## config.mk

```make
export PLATFORM = sky130hd
export DESIGN_NAME = aes_ctrl
export DESIGN_NICKNAME = d
export VERILOG_FILES = /design/src/sv/aes_pkg.sv /design/src/sv/aes_ctrl.sv
export SDC_FILE = /design/constraint.sdc
export NUM_CORES = 1
export LEC_CHECK = 0
export BUFFER_PORTS_ARGS = -buffer_cell sky130_fd_sc_hd__buf_2
export CORE_MARGIN = 3
export CORE_UTILIZATION = 37
export DETAILED_ROUTE_END_ITERATION = 8
export GPL_ROUTABILITY_DRIVEN = 0
export HOLD_SLACK_MARGIN = 0.15
export PLACE_DENSITY = 0.59
export SETUP_SLACK_MARGIN = 0.4
export SLEW_MARGIN = 25
export SYNTH_ARGS = -nofsm -noshare
export SYNTH_HDL_FRONTEND = slang
export SYNTH_SLANG_ARGS = --single-unit
```

## constraint.sdc

```tcl
create_clock -name clock -period 2.88 [get_ports clock]
set_input_delay 0.576 -clock clock [delete_from_list [all_inputs] [get_ports clock]]
set_output_delay 0.576 -clock clock [all_outputs]
set_load 0.01 [all_outputs]
```

## src/sv/aes_pkg.sv

```systemverilog
package aes_pkg;

   localparam int RoundCountDefault = 10;

   localparam logic [0:0] CMD_ENCRYPT = 1'b0;
   localparam logic [0:0] CMD_DECRYPT = 1'b1;

   localparam logic [0:0] CSR_KEY_HIGH = 1'b0;
   localparam logic [0:0] CSR_KEY_LOW  = 1'b1;

   typedef struct packed {
      logic         load;
      logic         decrypt;
      logic         first;
      logic         run;
      logic         last;
      logic         key_start;
      logic         key_step;
   } aes_cmd_type;

   function automatic logic [7:0] xtime(input logic [7:0] b);
      xtime = {b[6:0], 1'b0} ^ (b[7] ? 8'h1b : 8'h00);
   endfunction

   function automatic logic [7:0] gf_mul(input logic [7:0] a, input logic [7:0] b);
      logic [7:0] acc;
      logic [7:0] x;
      acc = 8'h00;
      x = a;
      for (int i = 0; i < 4; i++) begin
         if (b[i]) acc = acc ^ x;
         x = xtime(x);
      end
      gf_mul = acc;
   endfunction

   function automatic logic [7:0] sbox(input logic [7:0] x);
      logic [7:0] t [256];
      t = '{
         8'h63,8'h7c,8'h77,8'h7b,8'hf2,8'h6b,8'h6f,8'hc5,8'h30,8'h01,8'h67,8'h2b,8'hfe,8'hd7,8'hab,8'h76,
         8'hca,8'h82,8'hc9,8'h7d,8'hfa,8'h59,8'h47,8'hf0,8'had,8'hd4,8'ha2,8'haf,8'h9c,8'ha4,8'h72,8'hc0,
         8'hb7,8'hfd,8'h93,8'h26,8'h36,8'h3f,8'hf7,8'hcc,8'h34,8'ha5,8'he5,8'hf1,8'h71,8'hd8,8'h31,8'h15,
         8'h04,8'hc7,8'h23,8'hc3,8'h18,8'h96,8'h05,8'h9a,8'h07,8'h12,8'h80,8'he2,8'heb,8'h27,8'hb2,8'h75,
         8'h09,8'h83,8'h2c,8'h1a,8'h1b,8'h6e,8'h5a,8'ha0,8'h52,8'h3b,8'hd6,8'hb3,8'h29,8'he3,8'h2f,8'h84,
         8'h53,8'hd1,8'h00,8'hed,8'h20,8'hfc,8'hb1,8'h5b,8'h6a,8'hcb,8'hbe,8'h39,8'h4a,8'h4c,8'h58,8'hcf,
         8'hd0,8'hef,8'haa,8'hfb,8'h43,8'h4d,8'h33,8'h85,8'h45,8'hf9,8'h02,8'h7f,8'h50,8'h3c,8'h9f,8'ha8,
         8'h51,8'ha3,8'h40,8'h8f,8'h92,8'h9d,8'h38,8'hf5,8'hbc,8'hb6,8'hda,8'h21,8'h10,8'hff,8'hf3,8'hd2,
         8'hcd,8'h0c,8'h13,8'hec,8'h5f,8'h97,8'h44,8'h17,8'hc4,8'ha7,8'h7e,8'h3d,8'h64,8'h5d,8'h19,8'h73,
         8'h60,8'h81,8'h4f,8'hdc,8'h22,8'h2a,8'h90,8'h88,8'h46,8'hee,8'hb8,8'h14,8'hde,8'h5e,8'h0b,8'hdb,
         8'he0,8'h32,8'h3a,8'h0a,8'h49,8'h06,8'h24,8'h5c,8'hc2,8'hd3,8'hac,8'h62,8'h91,8'h95,8'he4,8'h79,
         8'he7,8'hc8,8'h37,8'h6d,8'h8d,8'hd5,8'h4e,8'ha9,8'h6c,8'h56,8'hf4,8'hea,8'h65,8'h7a,8'hae,8'h08,
         8'hba,8'h78,8'h25,8'h2e,8'h1c,8'ha6,8'hb4,8'hc6,8'he8,8'hdd,8'h74,8'h1f,8'h4b,8'hbd,8'h8b,8'h8a,
         8'h70,8'h3e,8'hb5,8'h66,8'h48,8'h03,8'hf6,8'h0e,8'h61,8'h35,8'h57,8'hb9,8'h86,8'hc1,8'h1d,8'h9e,
         8'he1,8'hf8,8'h98,8'h11,8'h69,8'hd9,8'h8e,8'h94,8'h9b,8'h1e,8'h87,8'he9,8'hce,8'h55,8'h28,8'hdf,
         8'h8c,8'ha1,8'h89,8'h0d,8'hbf,8'he6,8'h42,8'h68,8'h41,8'h99,8'h2d,8'h0f,8'hb0,8'h54,8'hbb,8'h16};
      sbox = t[x];
   endfunction

   function automatic logic [7:0] inv_sub_byte(input logic [7:0] x);
      logic [7:0] t [256];
      t = '{
         8'h52,8'h09,8'h6a,8'hd5,8'h30,8'h36,8'ha5,8'h38,8'hbf,8'h40,8'ha3,8'h9e,8'h81,8'hf3,8'hd7,8'hfb,
         8'h7c,8'he3,8'h39,8'h82,8'h9b,8'h2f,8'hff,8'h87,8'h34,8'h8e,8'h43,8'h44,8'hc4,8'hde,8'he9,8'hcb,
         8'h54,8'h7b,8'h94,8'h32,8'ha6,8'hc2,8'h23,8'h3d,8'hee,8'h4c,8'h95,8'h0b,8'h42,8'hfa,8'hc3,8'h4e,
         8'h08,8'h2e,8'ha1,8'h66,8'h28,8'hd9,8'h24,8'hb2,8'h76,8'h5b,8'ha2,8'h49,8'h6d,8'h8b,8'hd1,8'h25,
         8'h72,8'hf8,8'hf6,8'h64,8'h86,8'h68,8'h98,8'h16,8'hd4,8'ha4,8'h5c,8'hcc,8'h5d,8'h65,8'hb6,8'h92,
         8'h6c,8'h70,8'h48,8'h50,8'hfd,8'hed,8'hb9,8'hda,8'h5e,8'h15,8'h46,8'h57,8'ha7,8'h8d,8'h9d,8'h84,
         8'h90,8'hd8,8'hab,8'h00,8'h8c,8'hbc,8'hd3,8'h0a,8'hf7,8'he4,8'h58,8'h05,8'hb8,8'hb3,8'h45,8'h06,
         8'hd0,8'h2c,8'h1e,8'h8f,8'hca,8'h3f,8'h0f,8'h02,8'hc1,8'haf,8'hbd,8'h03,8'h01,8'h13,8'h8a,8'h6b,
         8'h3a,8'h91,8'h11,8'h41,8'h4f,8'h67,8'hdc,8'hea,8'h97,8'hf2,8'hcf,8'hce,8'hf0,8'hb4,8'he6,8'h73,
         8'h96,8'hac,8'h74,8'h22,8'he7,8'had,8'h35,8'h85,8'he2,8'hf9,8'h37,8'he8,8'h1c,8'h75,8'hdf,8'h6e,
         8'h47,8'hf1,8'h1a,8'h71,8'h1d,8'h29,8'hc5,8'h89,8'h6f,8'hb7,8'h62,8'h0e,8'haa,8'h18,8'hbe,8'h1b,
         8'hfc,8'h56,8'h3e,8'h4b,8'hc6,8'hd2,8'h79,8'h20,8'h9a,8'hdb,8'hc0,8'hfe,8'h78,8'hcd,8'h5a,8'hf4,
         8'h1f,8'hdd,8'ha8,8'h33,8'h88,8'h07,8'hc7,8'h31,8'hb1,8'h12,8'h10,8'h59,8'h27,8'h80,8'hec,8'h5f,
         8'h60,8'h51,8'h7f,8'ha9,8'h19,8'hb5,8'h4a,8'h0d,8'h2d,8'he5,8'h7a,8'h9f,8'h93,8'hc9,8'h9c,8'hef,
         8'ha0,8'he0,8'h3b,8'h4d,8'hae,8'h2a,8'hf5,8'hb0,8'hc8,8'heb,8'hbb,8'h3c,8'h83,8'h53,8'h99,8'h61,
         8'h17,8'h2b,8'h04,8'h7e,8'hba,8'h77,8'hd6,8'h26,8'he1,8'h69,8'h14,8'h63,8'h55,8'h21,8'h0c,8'h7d};
      inv_sub_byte = t[x];
   endfunction

endpackage

```

## src/sv/aes_ctrl.sv

```systemverilog
module aes_ctrl
   import aes_pkg::*;
#(
   parameter int ROUND_COUNT = RoundCountDefault
) (
   input  logic                          clock,
   input  logic                          reset,
   input  logic                          req_valid,
   input  logic                          req_cmd,
   output logic                          req_ready,
   output logic                          rsp_valid,
   input  logic                          rsp_ready,
   input  logic                          key_write,
   output logic                          csr_ready,
   output aes_cmd_type                   cmd,
   output logic [$clog2(ROUND_COUNT+1)-1:0] round_idx
);

   localparam int RW = $clog2(ROUND_COUNT + 1);
   localparam logic [RW-1:0] LastRound = RW'(ROUND_COUNT);

   localparam logic [2:0] ST_KEY   = 3'd0;
   localparam logic [2:0] ST_IDLE  = 3'd1;
   localparam logic [2:0] ST_FIRST = 3'd3;
   localparam logic [2:0] ST_ROUND = 3'd4;
   localparam logic [2:0] ST_DONE  = 3'd5;

   logic [2:0]    state_ff, state_in;
   logic [RW-1:0] cnt_ff, cnt_in;
   logic          dec_ff, dec_in;
   logic          kpend_ff, kpend_in;

   assign req_ready = (state_ff == ST_IDLE) && !kpend_ff;
   assign rsp_valid = (state_ff == ST_DONE);
   assign csr_ready = (state_ff == ST_IDLE) || (state_ff == ST_KEY);

   // round key for the next count: encrypt counts up, decrypt counts down
   assign round_idx = dec_in ? (LastRound - cnt_in) : cnt_in;

   always_comb begin
      state_in = state_ff;
      cnt_in   = cnt_ff;
      dec_in   = dec_ff;
      kpend_in = kpend_ff || key_write;
      cmd      = '0;
      cmd.decrypt = dec_ff;
      cmd.last    = (cnt_ff == LastRound);
      case (state_ff)
         ST_KEY: begin
            cmd.key_step = 1'b1;
            cnt_in = cnt_ff + 1'b1;
            if (cnt_ff == LastRound) begin
               state_in = ST_IDLE;
               cnt_in = '0;
            end
         end
         ST_IDLE: begin
            if (kpend_ff) begin
               cmd.key_start = 1'b1;
               kpend_in = key_write;
               cnt_in = '0;
               state_in = ST_KEY;
            end else if (req_valid) begin
               cmd.load = 1'b1;
               dec_in = req_cmd;
               cnt_in = '0;
               state_in = ST_FIRST;
            end
         end
         ST_FIRST: begin
            cmd.first = 1'b1;
            state_in = ST_ROUND;
            cnt_in = cnt_ff + 1'b1;
         end
         ST_ROUND: begin
            cmd.run = 1'b1;
            if (cnt_ff == LastRound) state_in = ST_DONE;
            else cnt_in = cnt_ff + 1'b1;
         end
         ST_DONE: begin
            if (rsp_ready) begin
               state_in = ST_IDLE;
               cnt_in = '0;
            end
         end
         default: state_in = ST_IDLE;
      endcase
   end

   always_ff @(posedge clock) begin
      if (reset) begin
         state_ff <= ST_IDLE;
         cnt_ff   <= '0;
         dec_ff   <= 1'b0;
         kpend_ff <= 1'b1;
      end else begin
         state_ff <= state_in;
         cnt_ff   <= cnt_in;
         dec_ff   <= dec_in;
         kpend_ff <= kpend_in;
      end
   end

endmodule

```

==> results of run 1 <==
-- cell families after synthesis --
family / Yosys count / share of synthesized area [%]
DFF: 9 / 26.1
and+or+nand+nor: 34 / 29.2
AOI/OAI and AO/OA: 17 / 21.9
adders and majority gates: 4 / 7.25
buffers and inverters: 13 / 9.60
muxes: 2 / 3.44
xor gates and xnor gates: 2 / 2.54
-- cell type report --
class	instances	area, µm²	share of cell area [%]
Tap cell	24	30.0	3.22
Timing Repair Buffer	27	155	16.6
Clock buffer	3	22.5	2.42
Inverter	7	28.8	3.09
Sequential cell	9	193	20.7
Multi-Input combinational cell	59	498	53.4
Clock inverter	1	5.00	0.537
-- flip-flops by register name, summed over array words and instances (netlist names) --
name	flops
cnt_ff	4
kpend_ff	1
dec_ff	1
state_ff	3
-- worst min path at each step --
stage               startpoint        to  slack [ns]  depth (start not counted)
finish               key_write  kpend_ff        0.48                          3
global route         key_write  kpend_ff        0.51                          3
CTS                  key_write  kpend_ff        0.48                          3
detailed placement    kpend_ff  kpend_ff        0.54                          2
global placement      kpend_ff  kpend_ff        0.54                          2
floorplan             kpend_ff  kpend_ff        0.50                          2
-- report_power, final --
part	internal [µW]	leakage, µW	switching (µW)
sequential	130	0.0000755	9.63
clock	51.4	0.0000177	51.6
combinational	52.3	0.000354	54.1
-- cells in the final DEF (no fill, tap or decap), types with 2 or more instances in the layout --
cell,n
a211o_1,2
a21oi_4,2
buf_2,19
buf_4,8
clkbuf_4,3
dfxtp_1,5
dfxtp_4,3
ha_1,2
inv_1,5
nand2_1,6
nand2b_1,2
nand3b_1,2
nor2_1,10
nor2b_1,2
nor3_1,3
o21ai_0,2
-- worst max-delay path: cells and delay by family, from the launching register on --
| kind | cells | cell delay, ns |
|---|---|---|
| buffers and inverters | 2 | 0.21 |
| xor gates and xnor gates | 1 | 0.11 |
| adders and majority gates | 3 | 0.60 |
| DFF | 1 | 0.35 |
| AOI/OAI and AO/OA | 1 | 0.10 |
| and+or+nand+nor | 3 | 0.40 |
-- cells in the mapped netlist, drive strengths merged (2+ instances only) --
library cell / n
nor2: 11
dfxtp: 9
inv: 7
buf: 6
nand2: 6
ha: 4
a21oi: 3
nor2b: 3
nor3: 3
a211o: 2
mux2i: 2
nand2b: 2
nand3b: 2
o21ai: 2
o221ai: 2
-- per-layer routing --
layer	up-vias	wire [µm]	track usage, %
li1	332	-	-
met2	18	710	23.2
met5	-	0	0
met1	295	732	18.3
met4	0	44	5.69
met3	6	79	2.14
-- through the flow --
step / worst slack (ns) / hold slack [ns] / util (%) / cell area, µm² / cells
after CTS: 0.282 / 0.480 / 55.5 / 903 / 129
after floorplan: 0.510 / 0.504 / - / 691 / 81
after global routing: 0.167 / 0.511 / 57.2 / 932 / 130
after global placement: 0.298 / 0.539 / 48.1 / 783 / 119
after detailed placement: 0.275 / 0.540 / 48.1 / 783 / 119
final: 0.263 / 0.478 / 57.2 / 932 / 130
-- repair_timing --
action,4_1_cts,5_1_grt
setup buffers,6,1
pin swaps,6,3
endpoints found under the setup margin,3,3
gates resized for setup,17,3
==> metrics.md, run 1 <==
| Metric | Value |
|---|---|
| FF-to-FF Start | cnt_ff[0] |
| FILL cells | 164 |
| Delay contributed by the slowest stage of the critical path | 0.35 ns |
| Initial antenna violation count | 0 |
| R2R Setup Slk | 1.24 ns |
| Drc violations | 0 |
| Maximum number of pins on one net before global-route repair | 12 |
| Average size of a mapped cell | 8.53 µm² |
| Static leakage | 0.000447 µW |
| Reported max-cap violation count | 0 |
| Maximum net fanout on the critical path | 2 |
| Top achievable clock speed | 382 MHz |
| Count of cells along the worst register-to-register path | 9 |
| Library cell used as clock root buffer | clkbuf_4 |
| Number of diodes | 0 |
| Total GRT Usage | 14.2% |
| Synthesis-to-finish area growth | 35.0% |
| Source of the critical timing path | cnt_ff[0] |
| Core Box Area | 1630 µm² |
| Endpoint arrival time on the critical path | 2.04 ns |
| Number of levels in the clock H-tree | 1 |
| HPWL after detailed placement | 1110 µm |
| Clock latency on the worst-skew pair | 0.27 ns |
| Worst hold path type | input port to flop |
| Cell-by-cell listing of the critical path | inv_4, ha_4, nand3b_1, ha_1, nand3b_1, o221ai_2, ha_2, nor2b_4, xnor2_2, buf_2 |
| Post-layout minimum cycle time | 2.62 ns |
| Initial standard-cell utilization of the core | 42.4% |
| Async set-reset flop share out of synthesis | 0% |
| Clock tree from TritonCTS | built |
| CTS Hold Buffers Added | 0 |
| Critical path capture point | round_idx[2] |
| Total Die Area | 2420 µm² |
| Fin. max-slew vios | 0 |
| Count of distinct cell types in the synthesized netlist | 40 |
| Category of the worst setup path capture point | primary output |
| CP Launch Type | flop |
| Capture instance of the worst register-to-register path | cnt_ff[0] |
| First-pass iteration count of the detailed router | 5 |
| Vias after detailed routing | 651 |
| Die W | 49.2 µm |
| Share of layout cells above drive strength 1 | 52.8% |
| Sequential fraction of the synthesis area | 26.1% |
| Unrepaired setup endpoints after global routing | yes |
| TritonCTS buffer count | 3 |
| Final hold vios | 0 |
| Layout Skew | 0.00996 ns |
| Final period utilization | 90.9% |
| Synthesized flop and latch total | 9 |
| Transition time at the pin with the least slew margin | 0.388 ns |
| Dominant cell type by count on the critical path | nand3b_1 |
| Routed len/inst | 12.1 µm |
| Clock-pin slew of the registers on the worst-case setup and hold paths | 0.08 ns |
| Vertical extent of the die | 49.2 µm |
| Synthesis warning total | 0 |
| Number of port buffers | 19 |
| Cells taking the most area after synthesis | dfxtp_1 (26%), ha_1 (7.2%), nor2_1 (6.0%) |
| Via count of the first global-routing pass | 620 |
| Total wire length after detailed routing | 1570 µm |
| Net count of the mapped netlist | 91 |
| GRT overflow | 0 |
| Top_reg_cell synth | dfxtp_1 |
| Number of instances in the synthesized netlist | 81 |
| Top cell type by total area after synthesis | dfxtp_1 |
| Final count of negative-setup-slack endpoints | 0 |
| Number of sinks on the clock net | 9 |
| Total power of the final layout | 349 µW |
| Setup tns final | 0 ns |
| Post-layout nets | 117 |
| Detailed Route Iter0 Violations | 18 |
| Crit Path Class | flop to primary output |
| Count of antenna-violating nets left after detailed routing | 0 |
| Netlist area before placement | 691 µm² |
| Slowest-stage cell, CP | dfxtp_4 |
| Maximum count of clock buffers along a single path | 2 |
| Max-slew headroom | 73.6% |
| Worst supply voltage drop on vdd | 0.246 mV |
| Pwr per Cell Area | 374 nW/µm² |
| Critical path required time | 2.30 ns |
| First-pass GRT wire length | 2720 µm |
| Result of the run | finished clean |
| Top-level I/O count | 20 |
| Number of flops mapped to enable cells by yosys | 0 |
| Area share of the largest cell type after synthesis | 26.1% |
| Rows | 14 |
| Detail-routed via count per cell | 5.01 |
(Power assumes the default switching activity.)
==> run 2: changes to the inputs <==
- RECOVER_POWER: default -> 25
- SETUP_SLACK_MARGIN: 0.4 -> 0.05
==> run 2 against run 1 <==
Effect of this change: sequential power is essentially flat; flip-flop and latch count unchanged; design area is 8.7% lower; critical path type unchanged.
==> metrics.md, run 2 (synthesis results as in run 1) <==
| Metric | Value |
|---|---|
| First-pass GRT wire length | 2530 µm |
| Start point of the worst hold path | key_write |
| Worst supply voltage drop on vdd | 0.238 mV |
| Total GRT Usage | 13.2% |
| Static leakage | 0.000400 µW |
| Number of sinks on the clock net | 9 |
| Die W | 49.2 µm |
| FF-to-FF Start | state_ff[0] |
| Final period utilization | 94.5% |
| Registers with the most flip-flops | cnt_ff: 4 flops, state_ff: 3 flops |
| Setup tns final | 0 ns |
| R2R Setup Slk | 1.34 ns |
| Top achievable clock speed | 368 MHz |
| Critical path required time | 2.30 ns |
| Maximum net fanout on the critical path | 4 |
| HPWL after detailed placement | 1110 µm |
| Final hold vios | 0 |
| Cell-by-cell listing of the critical path | inv_4, ha_4, nand3b_1, ha_2, nand3b_1, o221ai_2, ha_2, nor2b_1, xnor2_1, buf_2 |
| Clock latency on the worst-skew pair | 0.26 ns |
| Number of diodes | 0 |
| Reported max-cap violation count | 0 |
| Routed length on met2 | 644 µm |
| Depth of the worst hold-timing path | 3 |
| Total Die Area | 2420 µm² |
| Max-slew headroom | 77.7% |
| Fin. max-slew vios | 0 |
| Source of the critical timing path | cnt_ff[0] |
| Routed length on met1 | 634 µm |
| Count of antenna-violating nets left after detailed routing | 0 |
| Number of levels in the clock H-tree | 1 |
| Number of port buffers | 19 |
| Unrepaired setup endpoints after global routing | no |
| First-pass iteration count of the detailed router | 4 |
| GRT overflow | 0 |
| Switching pwr | 108 µW |
| Core Box Area | 1630 µm² |
| Layout Skew | 0.00780 ns |
| Slowest-stage cell, CP | dfxtp_4 |
| Endpoint arrival time on the critical path | 2.15 ns |
| CP Launch Type | flop |
| Leading cell type in the layout, fill and taps excluded | buf_2 |
| Delay contributed by the slowest stage of the critical path | 0.38 ns |
| Detail-routed via count per cell | 4.98 |
| Worst hold path endpoint | kpend_ff |
| Relative contribution of the clock network to total power | 30.4% |
| Clock tree from TritonCTS | built |
| Capture instance of the worst register-to-register path | cnt_ff[3] |
| Top-level I/O count | 20 |
| Flop pwr share | 42.7% |
| Total power of the final layout | 330 µW |
| Count of cells along the worst register-to-register path | 4 |
| Total wire length after detailed routing | 1420 µm |
| Maximum number of pins on one net before global-route repair | 13 |
| Post-layout minimum cycle time | 2.72 ns |
| Routed len/inst | 11.4 µm |
| Library cell used as clock root buffer | clkbuf_4 |
| Number of placed instances, taps included | 119 |
| Via count of the first global-routing pass | 573 |
| Top routing layer used | met4 |
| Final standard cell count with taps included and fillers excluded | 125 |
| Worst hold path type | input port to flop |
| Detailed Route Iter0 Violations | 5 |
| TritonCTS buffer count | 3 |
| Transition time at the pin with the least slew margin | 0.330 ns |
| Vertical extent of the die | 49.2 µm |
| Category of the worst setup path capture point | primary output |
| Maximum count of clock buffers along a single path | 2 |
| Post-layout nets | 112 |
| Highest-count cells in the layout ignoring fill and taps | buf_2 (18), nor2_1 (10), nand2_1 (6), dfxtp_1 (6), inv_1 (5) |
| Initial standard-cell utilization of the core | 42.4% |
| Pwr per Cell Area | 388 nW/µm² |
| Register containing the most flip-flops in the final layout | cnt_ff |
| Result of the run | finished clean |
| Core utilization of the finished layout | 52.2% |
| Share of layout cells above drive strength 1 | 45.5% |
| Vias after detailed routing | 623 |
| Initial antenna violation count | 0 |
| Comb power frac | 27.0% |
| Switching power as a share of total power | 32.6% |
| Drc violations | 0 |
| Met3 WL | 119 µm |
| Final count of negative-setup-slack endpoints | 0 |
| Crit Path Class | flop to primary output |
| Rows | 14 |
| FILL cells | 172 |
| Max reg flops | 4 |
| Clock-pin slew of the registers on the worst-case setup and hold paths | 0.07 ns |
| Synthesis-to-finish area growth | 23.2% |
| P_int | 223 µW |
-- run 2: per-stage QoR --
step                hold WS (ns)  area [µm²]  worst slack, ns
CTS                        0.480         826           0.0547
global placement           0.539         783            0.298
global route               0.511         851           0.0676
detailed placement         0.540         783            0.275
floorplan                  0.504         691            0.510
finish                     0.484         851            0.159
-- run 2: power by group through the flow --
stage | Combinational [µW] | Sequential, µW | Clock [µW]
final | 89.0 | 141 | 100
after global routing | 100 | 142 | 112
after CTS | 83.7 | 140 | 105
after detailed placement | 81.7 | 142 | 0
after global placement | 81.1 | 142 | 0
after floorplan | 63.6 | 140 | 0
-- run 2: cell type report --
type	count	area [µm²]	share of cell area [%]
multi-input combinational	59	462	54.3
clock buffer	3	22.5	2.65
tap	24	30.0	3.53
sequential	9	186	21.9
inverter	7	28.8	3.38
clock inverter	1	5.00	0.588
timing repair buffer	22	116	13.7
-- run 2: worst max-delay path by stage --
stage / cells after the start / slack (ns) / to
floorplan: 9 / 0.51 / round_idx[2]
global placement: 10 / 0.30 / round_idx[2]
detailed placement: 10 / 0.27 / round_idx[2]
CTS: 9 / 0.05 / round_idx[2]
global route: 10 / 0.07 / round_idx[2]
finish: 10 / 0.16 / round_idx[2]
-- run 2: critical path: cells and delay by family (launching register included) --
| kind | cells | cell delay [ns] |
|---|---|---|
| buf+inv | 2 | 0.20 |
| fa+ha+maj | 3 | 0.63 |
| flops | 1 | 0.38 |
| simple gates | 3 | 0.41 |
| xor+xnor | 1 | 0.13 |
| compound gates | 1 | 0.12 |
-- run 2: per-layer routing --
layer	up-vias	track usage, %
li1	322	-
met1	274	16.7
met2	23	20.3
met3	4	3.06
met4	0	7.58
met5	-	0
-- run 2: what timing repair did --
item / CTS / global route
pin swaps: 0 / 4
gates resized for setup: 2 / 11
endpoints found under the setup margin: 1 / 3
setup buffers: 1 / 1
hold buffers: 0 / 0
==> run 3: changes to the inputs <==
- PLACE_DENSITY: 0.59 -> default
- PLACE_DENSITY_LB_ADDON: default -> 0.15
==> run 3 against run 2 <==
Effect of this change: design area decreased by 1.3%; combinational power grew 1%; worst setup slack better by 0.038 ns; largest power group unchanged; fmax increased by 1.4%; largest cell class unchanged; clock power is essentially flat; clock skew decreased by 0.0027 ns; via count up 1.4%; critical path depth unchanged.
==> metrics.md, run 3 (synthesis results as in run 1) <==
| Metric | Value |
|---|---|
| Result of the run | finished clean |
| First-pass iteration count of the detailed router | 4 |
| Final count of negative-setup-slack endpoints | 0 |
| Number of sinks on the clock net | 9 |
| Transition time at the pin with the least slew margin | 0.426 ns |
| Share of layout cells above drive strength 1 | 43.6% |
| Total Die Area | 2420 µm² |
| Highest-count cells in the layout ignoring fill and taps | buf_2 (18), nor2_1 (11), nand2_1 (6) |
| CP Launch Type | flop |
| Worst supply voltage drop on vdd | 0.217 mV |
| P_int | 226 µW |
| Delay contributed by the slowest stage of the critical path | 0.35 ns |
| Delay-heaviest family, CP | adder cells |
| Clock latency on the worst-skew pair | 0.27 ns |
| Via count of the first global-routing pass | 588 |
| First-pass GRT wire length | 2630 µm |
| Maximum count of clock buffers along a single path | 2 |
| Rows | 14 |
| Relative contribution of the clock network to total power | 30.4% |
| Pwr per Cell Area | 395 nW/µm² |
| Post-layout nets | 112 |
| Total GRT Usage | 14.2% |
| Slowest-stage cell, CP | dfxtp_2 |
| Dominant cell type by count on the critical path | nand3b_1 |
| Clock-pin slew of the registers on the worst-case setup and hold paths | 0.07 ns |
| Initial antenna violation count | 0 |
| Maximum number of pins on one net before global-route repair | 15 |
| Total wire length after detailed routing | 1480 µm |
| Number of buffers and inverters on the critical path | 2 |
| Reported max-cap violation count | 0 |
| Vertical extent of the die | 49.2 µm |
| Top achievable clock speed | 373 MHz |
| Detail-routed via count per cell | 5.06 |
| Top routing layer used | met4 |
| Maximum net fanout on the critical path | 4 |
| Die W | 49.2 µm |
| Detailed Route Iter0 Violations | 11 |
| Worst setup slack after layout | 0.197 ns |
| Registers with the most flip-flops | cnt_ff: 4 flops, state_ff: 3 flops |
| Max-slew headroom | 71.5% |
| Unrepaired setup endpoints after global routing | no |
| Layout Skew | 0.00509 ns |
| Routed length on met2 | 633 µm |
| Synthesis-to-finish area growth | 21.6% |
| Drc violations | 0 |
| Number of diodes | 0 |
| Category of the worst setup path capture point | primary output |
| Core Box Area | 1630 µm² |
| Vias after detailed routing | 632 |
| TritonCTS buffer count | 3 |
| Switching pwr | 106 µW |
| FF/Latch Area | 185 µm² |
| Library cell used as clock root buffer | clkbuf_4 |
| Register containing the most flip-flops in the final layout | cnt_ff |
| Flop pwr share | 42.5% |
| Crit Path Class | flop to primary output |
| CTS Hold Buffers Added | 0 |
| GRT overflow | 0 |
| Final period utilization | 93.2% |
| Leading cell type in the layout, fill and taps excluded | buf_2 |
| Post-layout minimum cycle time | 2.68 ns |
| Cell-by-cell listing of the critical path | inv_4, ha_4, nand3b_1, ha_1, nand3b_1, o221ai_2, ha_2, nor2b_2, xnor2_1, buf_2 |
| Top-level I/O count | 20 |
| Routed len/inst | 11.9 µm |
| Static leakage | 0.000397 µW |
| Endpoint arrival time on the critical path | 2.11 ns |
| Number of port buffers | 19 |
| HPWL after detailed placement | 1090 µm |
| Number of levels in the clock H-tree | 1 |
| Switching power as a share of total power | 31.8% |
| Worst hold path type | input port to flop |
| Met3 WL | 84 µm |
| Core utilization of the finished layout | 51.5% |
| Count of antenna-violating nets left after detailed routing | 0 |
| Combined area of the multi-input logic cells | 453 µm² |
| Critical path required time | 2.30 ns |
| Max reg flops | 4 |
| Routed length on met1 | 723 µm |
| FILL cells | 166 |
| Post-Route Hold Slack | 0.484 ns |
| Initial standard-cell utilization of the core | 42.4% |
| Setup tns final | 0 ns |
| Pre-CTS setup slack | 0.286 ns |
| Comb power frac | 27.1% |
| Final hold vios | 0 |
| Clock tree from TritonCTS | built |
| Fin. max-slew vios | 0 |
[run 3: worst min-delay path: cells and delay by family]
kind                   cells  cell delay (ns)
buffers and inverters      1             0.07
and+or+nand+nor            2             0.07
[run 3: layout make-up]
class / count / share of cell area [%]
flip-flops and latches: 9 / 22.1
multi-input cells: 59 / 53.9
clock buffers: 4 / 3.13
repair buffers: 22 / 13.9
inverters: 7 / 3.43
well taps: 24 / 3.58
[run 3: timing repair]
| item | CTS | global route |
|---|---|---|
| resized for setup | 1 | 10 |
| endpoints found under the setup margin | 1 | 3 |
| setup buffers | 1 | 2 |
| hold endpoints to repair | 0 | 0 |
| gates cloned | 0 | 0 |
| pin swaps | 0 | 1 |
[run 3: per-stage QoR]
step	power, µW	area [µm²]	std cells
2_1_floorplan	203	691	81
4_1_cts	328	811	123
3_3_place_gp	222	776	118
3_5_place_dp	224	776	118
6_report	332	840	125
5_1_grt	359	840	125
[run 3: power by group through the flow]
stage / combinational [µW] / clock (µW) / sequential, µW
final: 89.9 / 101 / 141
after detailed placement: 80.7 / 0 / 143
after CTS: 81.0 / 107 / 140
after floorplan: 63.6 / 0 / 140
after global placement: 79.8 / 0 / 142
after global routing: 101 / 115 / 142
[run 3: worst paths after layout]
path	cells after the start	slack [ns]	end	from
setup / recovery	10	0.20	round_idx[2]	cnt_ff[0]
hold / removal	3	0.48	kpend_ff	key_write
setup reg to reg	8	1.29	cnt_ff[0]	cnt_ff[0]
hold reg to reg	2	0.52	kpend_ff	kpend_ff
[run 3: per-layer routing]
metal,up-vias,track usage (%)
li1,326,-
met1,285,18.3
met2,17,19.9
met3,4,4.28
met4,0,9.95
met5,-,0
